[src/design/rlelg_pkg.sv]
`timescale 1ns / 1ps

package rlelg_pkg;

	localparam int unsigned JobBytes = 5;
	localparam int unsigned JobCountW = 3;

	localparam logic [7:0] MARK_BYTE    = 8'h31;
	localparam logic [7:0] NEWLINE_BYTE = 8'h0A;
	localparam logic [7:0] DIGIT_ZERO   = 8'h30;

	// Bytes that one input item causes, in output order, slot 0 first.
	typedef struct packed {
		logic [JobCountW-1:0]         count;
		logic [JobBytes-1:0][7:0]     bytes;
	} job_t;

endpackage

[src/design/rlelg_front.sv]
`timescale 1ns / 1ps

module rlelg_front #(
	parameter int unsigned MAX_RUN = 9
) (
	input  logic               clk,
	input  logic               arst_n,
	input  logic               accept,
	input  logic [7:0]         char_in,
	input  logic               line_end,
	output rlelg_pkg::job_t    job
);

	localparam logic [3:0] MaxRunLen = 4'(MAX_RUN);

	logic [7:0] run_byte_q;
	logic [3:0] run_length_q;
	logic       literal_open_q;

	logic [7:0] run_byte_d;
	logic [3:0] run_length_d;
	logic       literal_open_d;

	always_comb begin
		logic [rlelg_pkg::JobCountW-1:0] n;
		logic                            same;
		logic                            do_flush;
		job            = '0;
		n              = '0;
		run_byte_d     = run_byte_q;
		run_length_d   = run_length_q;
		literal_open_d = literal_open_q;
		same     = (run_length_q != 4'd0) && (char_in == run_byte_q);
		do_flush = line_end || !same;

		if (do_flush) begin
			if (run_length_q == 4'd1) begin
				if (!literal_open_d) begin
					job.bytes[n] = rlelg_pkg::MARK_BYTE;
					n = n + 3'd1;
					literal_open_d = 1'b1;
				end
				job.bytes[n] = run_byte_q;
				n = n + 3'd1;
				// A literal marker byte is escaped by doubling it.
				if (run_byte_q == rlelg_pkg::MARK_BYTE) begin
					job.bytes[n] = rlelg_pkg::MARK_BYTE;
					n = n + 3'd1;
				end
			end else if (run_length_q >= 4'd2) begin
				if (literal_open_d) begin
					job.bytes[n] = rlelg_pkg::MARK_BYTE;
					n = n + 3'd1;
					literal_open_d = 1'b0;
				end
				job.bytes[n] = rlelg_pkg::DIGIT_ZERO + {4'd0, run_length_q};
				n = n + 3'd1;
				job.bytes[n] = run_byte_q;
				n = n + 3'd1;
			end
			run_length_d = 4'd0;
		end else if (run_length_q >= MaxRunLen) begin
			// A full chunk goes out and the new byte starts the next run.
			if (literal_open_d) begin
				job.bytes[n] = rlelg_pkg::MARK_BYTE;
				n = n + 3'd1;
				literal_open_d = 1'b0;
			end
			job.bytes[n] = rlelg_pkg::DIGIT_ZERO + {4'd0, MaxRunLen};
			n = n + 3'd1;
			job.bytes[n] = run_byte_q;
			n = n + 3'd1;
			run_length_d = 4'd1;
		end else begin
			run_length_d = run_length_q + 4'd1;
		end

		if (line_end) begin
			if (literal_open_d) begin
				job.bytes[n] = rlelg_pkg::MARK_BYTE;
				n = n + 3'd1;
				literal_open_d = 1'b0;
			end
			job.bytes[n] = rlelg_pkg::NEWLINE_BYTE;
			n = n + 3'd1;
		end else if (do_flush) begin
			run_byte_d   = char_in;
			run_length_d = 4'd1;
		end
		job.count = n;
	end

	always_ff @(posedge clk or negedge arst_n) begin
		if (!arst_n) begin
			run_byte_q     <= '0;
			run_length_q   <= '0;
			literal_open_q <= 1'b0;
		end else if (accept) begin
			run_byte_q     <= run_byte_d;
			run_length_q   <= run_length_d;
			literal_open_q <= literal_open_d;
		end
	end

endmodule

[src/design/rlelg_queue.sv]
`timescale 1ns / 1ps

module rlelg_queue (
	input  logic               clk,
	input  logic               arst_n,
	input  logic               push,
	input  rlelg_pkg::job_t    push_job,
	output logic               full,
	input  logic               pop,
	output logic               head_valid,
	output rlelg_pkg::job_t    head_job
);

	rlelg_pkg::job_t mem_q [2];
	logic            wr_ptr_q;
	logic            rd_ptr_q;
	logic [1:0]      fill_q;

	assign full       = (fill_q == 2'd2);
	assign head_valid = (fill_q != 2'd0);
	assign head_job   = mem_q[rd_ptr_q];

	always_ff @(posedge clk) begin
		if (push) begin
			mem_q[wr_ptr_q] <= push_job;
		end
	end

	always_ff @(posedge clk or negedge arst_n) begin
		if (!arst_n) begin
			wr_ptr_q <= 1'b0;
			rd_ptr_q <= 1'b0;
			fill_q   <= 2'd0;
		end else begin
			if (push) begin
				wr_ptr_q <= ~wr_ptr_q;
			end
			if (pop) begin
				rd_ptr_q <= ~rd_ptr_q;
			end
			if (push && !pop) begin
				fill_q <= fill_q + 2'd1;
			end else if (pop && !push) begin
				fill_q <= fill_q - 2'd1;
			end
		end
	end

endmodule

[src/design/rlelg_back.sv]
`timescale 1ns / 1ps

module rlelg_back (
	input  logic               clk,
	input  logic               arst_n,
	input  logic               head_valid,
	input  rlelg_pkg::job_t    head_job,
	output logic               pop,
	output logic               out_valid,
	input  logic               out_ready,
	output logic [7:0]         byte_out,
	output logic               last_out
);

	logic [rlelg_pkg::JobCountW-1:0] idx_q;
	logic                            out_valid_q;
	logic [7:0]                      byte_q;
	logic                            last_q;
	logic                            load;
	logic                            is_last;

	assign load    = head_valid && (!out_valid_q || out_ready);
	assign is_last = (idx_q == head_job.count - 3'd1);
	assign pop     = load && is_last;

	assign out_valid = out_valid_q;
	assign byte_out  = byte_q;
	assign last_out  = last_q;

	always_ff @(posedge clk or negedge arst_n) begin
		if (!arst_n) begin
			idx_q       <= '0;
			out_valid_q <= 1'b0;
		end else begin
			if (load) begin
				out_valid_q <= 1'b1;
				idx_q       <= is_last ? '0 : idx_q + 3'd1;
			end else if (out_ready) begin
				out_valid_q <= 1'b0;
			end
		end
	end

	always_ff @(posedge clk) begin
		if (load) begin
			byte_q <= head_job.bytes[idx_q];
			last_q <= is_last;
		end
	end

endmodule

[src/design/run_length_encoder_literal_groups_core.sv]
`timescale 1ns / 1ps

// Streaming run-length encoder with escaped literal groups.
// Input channel (in_valid/in_ready): one item per byte of a line in char_in,
// or a line end when line_end is high (char_in is then ignored).
// Output channel (out_valid/out_ready): one encoded byte per item in
// byte_out; last_out marks the final byte caused by one input item. Items
// that only extend a run produce nothing.
// The front stage updates the run state and builds the list of up to five
// output bytes for each item in the cycle it is accepted; a two-entry queue
// holds those lists and the back stage sends one byte per cycle while the
// receiver takes it. The first byte of an item passes through a queue entry
// and then the output register before it is valid. Throughput: the output
// port moves one byte per cycle while out_ready is high; an item yields one
// to five bytes, and items that yield nothing are accepted while the queue
// is not full. When the receiver stalls, the output register holds its
// byte, the queue fills, and in_ready drops once both entries are occupied.
// Reset clears the run state, the queue and the output valid flag.
module run_length_encoder_literal_groups_core #(
	parameter int unsigned MAX_RUN = 9
) (
	input  logic       clk,
	input  logic       arst_n,
	input  logic       in_valid,
	output logic       in_ready,
	input  logic [7:0] char_in,
	input  logic       line_end,
	output logic       out_valid,
	input  logic       out_ready,
	output logic [7:0] byte_out,
	output logic       last_out
);

	rlelg_pkg::job_t job;
	rlelg_pkg::job_t head_job;
	logic            accept;
	logic            full;
	logic            head_valid;
	logic            pop;

	assign in_ready = !full;
	assign accept   = in_valid && in_ready;

	rlelg_front #(
		.MAX_RUN(MAX_RUN)
	) u_front (
		.clk      (clk),
		.arst_n   (arst_n),
		.accept   (accept),
		.char_in  (char_in),
		.line_end (line_end),
		.job      (job)
	);

	rlelg_queue u_queue (
		.clk        (clk),
		.arst_n     (arst_n),
		.push       (accept && (job.count != '0)),
		.push_job   (job),
		.full       (full),
		.pop        (pop),
		.head_valid (head_valid),
		.head_job   (head_job)
	);

	rlelg_back u_back (
		.clk        (clk),
		.arst_n     (arst_n),
		.head_valid (head_valid),
		.head_job   (head_job),
		.pop        (pop),
		.out_valid  (out_valid),
		.out_ready  (out_ready),
		.byte_out   (byte_out),
		.last_out   (last_out)
	);

endmodule
[config.mk]
export PLATFORM = sky130hd
export DESIGN_NAME = run_length_encoder_literal_groups_core
export DESIGN_NICKNAME = d
export VERILOG_FILES = /design/src/design/rlelg_pkg.sv /design/src/design/rlelg_front.sv /design/src/design/rlelg_queue.sv /design/src/design/rlelg_back.sv /design/src/design/run_length_encoder_literal_groups_core.sv
export SDC_FILE = /design/constraint.sdc
export NUM_CORES = 1
export LEC_CHECK = 0
export BUFFER_PORTS_ARGS = -buffer_cell sky130_fd_sc_hd__buf_2
export CAP_MARGIN = 15
export CORE_MARGIN = 2
export CORE_UTILIZATION = 40
export DETAILED_ROUTE_END_ITERATION = 8
export PLACE_DENSITY_LB_ADDON = 0.05
export SLEW_MARGIN = 20
export SYNTH_ARGS = -nofsm -noshare
export SYNTH_HDL_FRONTEND = slang
export SYNTH_HIERARCHICAL = 1
export SYNTH_SLANG_ARGS = --single-unit
[constraint.sdc]
create_clock -name clk -period 5.96 [get_ports clk]
set_input_delay 1.192 -clock clk [delete_from_list [all_inputs] [get_ports clk]]
set_output_delay 1.192 -clock clk [all_outputs]
set_load 0.005 [all_outputs]
==> results.sh <==
export IMPL_hold_viol=0
export IMPL_postLayoutCoreUtil_pct=46.09
export IMPL_ir_worst_vdd_v=0.0002393
export IMPL_r2r_slack_ns=1.48
export IMPL_overflow=0
export IMPL_syn_to_final_growth_pct=12.84
export IMPL_clockBufferDepth=2
export IMPL_ff2ff_path_depth=14
export IMPL_rr_startpoint="u_front/run_length_q[1]"
export IMPL_syn_avg_cell_area_um2=14.09
export IMPL_cp_end_kind="register"
export IMPL_arrival_ns=4.63
export IMPL_diodes=0
export IMPL_post_cts_resize_count=0
export IMPL_io_pins=24
export IMPL_clk_pin_slew_ns=0.05
export IMPL_root_buffer="clkbuf_16"
export IMPL_yosysWarnings=6
export IMPL_synth_main_ff_cell="edfxtp_1"
export IMPL_grt_max_degree=44
export IMPL_grtUsageTotal_pct=17.28
export IMPL_dr_total_vias=3494
export IMPL_hold_class="register to register"
export IMPL_finalCritPeriodShare_pct=76.96
export IMPL_dr_pass1_iters=4
export IMPL_fmax_mhz=218.0
export IMPL_switchingPower_w=0.001366
export IMPL_clockPowerShare_pct=26.0
export IMPL_worstReg2RegEnd="u_queue/mem_q[0][0]"
export IMPL_fill_cells=1316
export IMPL_clock_sinks=116
export IMPL_pwr_share_comb_pct=37.7
export IMPL_synth_seq_cells=116
export IMPL_cts_hold_fix_buffers=0
export IMPL_finalClockSkew_ns=0.008469
export IMPL_maxCapViolCount=0
export IMPL_min_to="u_queue/fill_q[1]"
export IMPL_die_area_mm2=0.01648
export IMPL_p_seq_share_pct=36.3
export IMPL_fp_coreArea_mm2=0.01515
export IMPL_seq_area_mm2=0.003379
export IMPL_whs_ns=0.4766
export IMPL_drt_iter0_markers=183
export IMPL_antenna_found_initial=0
export IMPL_drive_above_1_share_pct=28.60
export IMPL_finalSetupViolations=0
export IMPL_rsz0062_at_grt="false"
export IMPL_post_cts_buffers=0
export IMPL_drt_wl_total_um=13140
export IMPL_yosysTopAreaCellShare_pct=46.12
export IMPL_postRouteAntennaNets=0
export IMPL_postSynthCellCount=439
export IMPL_numPortBuffers=23
export IMPL_setup_worst_path_start="char_in[5]"
export IMPL_yosysSeqAreaShare_pct=54.61
export IMPL_multi_input_area_mm2=0.002500
export IMPL_setup_tns_ns=0
export IMPL_final_common_cell="edfxtp_1"
export IMPL_crit_fanout=43
export IMPL_powerDensity_mw_per_mm2=578.0
export IMPL_critical_path_class="input pin to register"
export IMPL_min_period_ns=4.587
export IMPL_syn_area_mm2=0.006186
export IMPL_startpoint_type="input pin"
export IMPL_final_cell_mix="edfxtp_1, mux2_4, nand2_1, inv_1, buf_2"
export IMPL_hold_path_depth=1
export IMPL_yosys_area_top_type="edfxtp_1"
export IMPL_p_leak_nw=2.725
export IMPL_viasPerCell=5.238
export IMPL_setup_ws_ns=1.373
export IMPL_status="finished clean"
export IMPL_switching_share_pct=33.85
export IMPL_dp_hpwl_um=9275
export IMPL_htree_levels=4
export IMPL_die_w_um=128.4
export IMPL_ys_top_cells_by_area="edfxtp_1, mux2_4, dfrtp_1"
export IMPL_fin_nets=493
export IMPL_post_drt_wl_per_cell_um=19.71
export IMPL_grt_pass1_vias=3601
export IMPL_final_max_slew_viol_count=0
export IMPL_initial_utilization_pct=40.84
export IMPL_cts_buffers=17
export IMPL_required_ns=6.00
export IMPL_synth_edff_count=95
export IMPL_worstSkewPairLatency_ns=0.41
export IMPL_worst_slew_pin_slew_ns=0.7730
export IMPL_worstHoldStart="u_queue/fill_q[1]"
export IMPL_drc=0
export IMPL_intPower_w=0.002669
export IMPL_ys_async_sr_fraction_pct=18.10
export IMPL_dp_worst_setup_slack_ns=0.9761
export IMPL_gp_congestion=0.8371
export IMPL_std_cell_rows=45
export IMPL_slew_headroom_pct=48.47
export IMPL_ys_types=74
export IMPL_cts_tree="yes"
export IMPL_die_h_um=128.4
export IMPL_grt_pass1_wl_um=20660
[cell families after synthesis]
group / Yosys count / synth area share [%]
other cells: 1 / 0.06062
fa+ha+maj: 14 / 2.832
simple gates: 99 / 8.961
compound gates: 73 / 9.001
mux: 63 / 15.76
xor+xnor: 19 / 3.176
buf+inv: 54 / 5.603
flops: 116 / 54.61
[how the worst max path moves through the flow]
stage	end
floorplan	u_queue/mem_q[0][0]
global placement	u_queue/mem_q[0][6]
detailed placement	u_queue/mem_q[0][7]
CTS	u_queue/mem_q[0][12]
global route	u_queue/mem_q[0][0]
finish	u_queue/mem_q[0][0]
[cell type report]
type / count / share of cell area, %
clock buffer: 19 / 6.202
multi-input combinational: 277 / 35.81
inverter: 26 / 1.398
sequential: 116 / 48.41
clock inverter: 13 / 2.617
tap: 188 / 3.370
timing repair buffer: 28 / 2.187
[registers in the layout, summed over array words and instances (netlist names), 2 cells and up]
name	count
u_queue/mem_q	86
u_back/byte_out	8
u_front/run_byte_q	8
u_front/run_length_q	4
u_back/idx_q	3
u_queue/fill_q	2
[metrics by stage]
step                      total power, W  instances  instance area [um^2]
after floorplan                 0.002653        447                  6216
after global placement          0.002999        635                  6365
after detailed placement        0.003015        635                  6365
after CTS                       0.004088        667                  6980
after global routing            0.004287        667                  6980
final                           0.004035        667                  6980
[Yosys cell counts, types with 2 or more instances]
library cell and instances:
a32oi_1 2, a21oi_1 9, nor2_1 18, buf_4 14, a21o_1 3, dfrtp_1 21
o31a_1 2, a21oi_2 2, mux2_2 14, o21bai_1 2, nor3b_1 3, o21a_1 3
a2111oi_0 2, and4_1 4, o211ai_1 3, mux2_4 39, nand2b_1 3, nor2b_1 3
inv_1 26, nor3_1 6, nor4_1 2, a31oi_1 6, nand2_1 28, o21ai_0 18
or2_2 3, o21ai_1 2, buf_6 3, o2bb2ai_1 2, buf_12 4, and3_1 6
clkbuf_1 4, nand3_1 6, edfxtp_1 95, and2_1 2, xor2_2 4, mux4_1 8
xnor2_1 7, o22ai_1 2, ha_1 14, xor2_1 8, buf_2 3
[routing by layer]
layer / part of all wire [%] / GRT usage, % / vias up
met5: 0 / 0 / -
met4: 1.8 / 6.723 / 0
met3: 3.3 / 3.909 / 20
met2: 50 / 29.22 / 69
met1: 45 / 21.66 / 1709
li1: - / - / 1696
[worst max-delay path, cell delays in order]
cell and delay (ns):
buf_2 0.12, xor2_2 0.20, a2111oi_0 0.38, and4b_1 0.39, o21bai_4 0.23, a21oi_2 0.13, ha_1 0.36, o21ai_0 0.13
and3_1 0.24, a31oi_1 0.30, o31a_1 0.27, nor2b_4 0.16, buf_4 0.49
[power by group through the flow]
stage | logic (W) | clock network (W) | registers (W)
2_1_floorplan | 0.00125 | 0 | 0.00140
3_3_place_gp | 0.00153 | 0 | 0.00147
3_5_place_dp | 0.00153 | 0 | 0.00148
4_1_cts | 0.00154 | 0.00108 | 0.00147
5_1_grt | 0.00168 | 0.00111 | 0.00150
6_report | 0.00152 | 0.00105 | 0.00146
No activity file was read; power rests on OpenSTA's default activity.
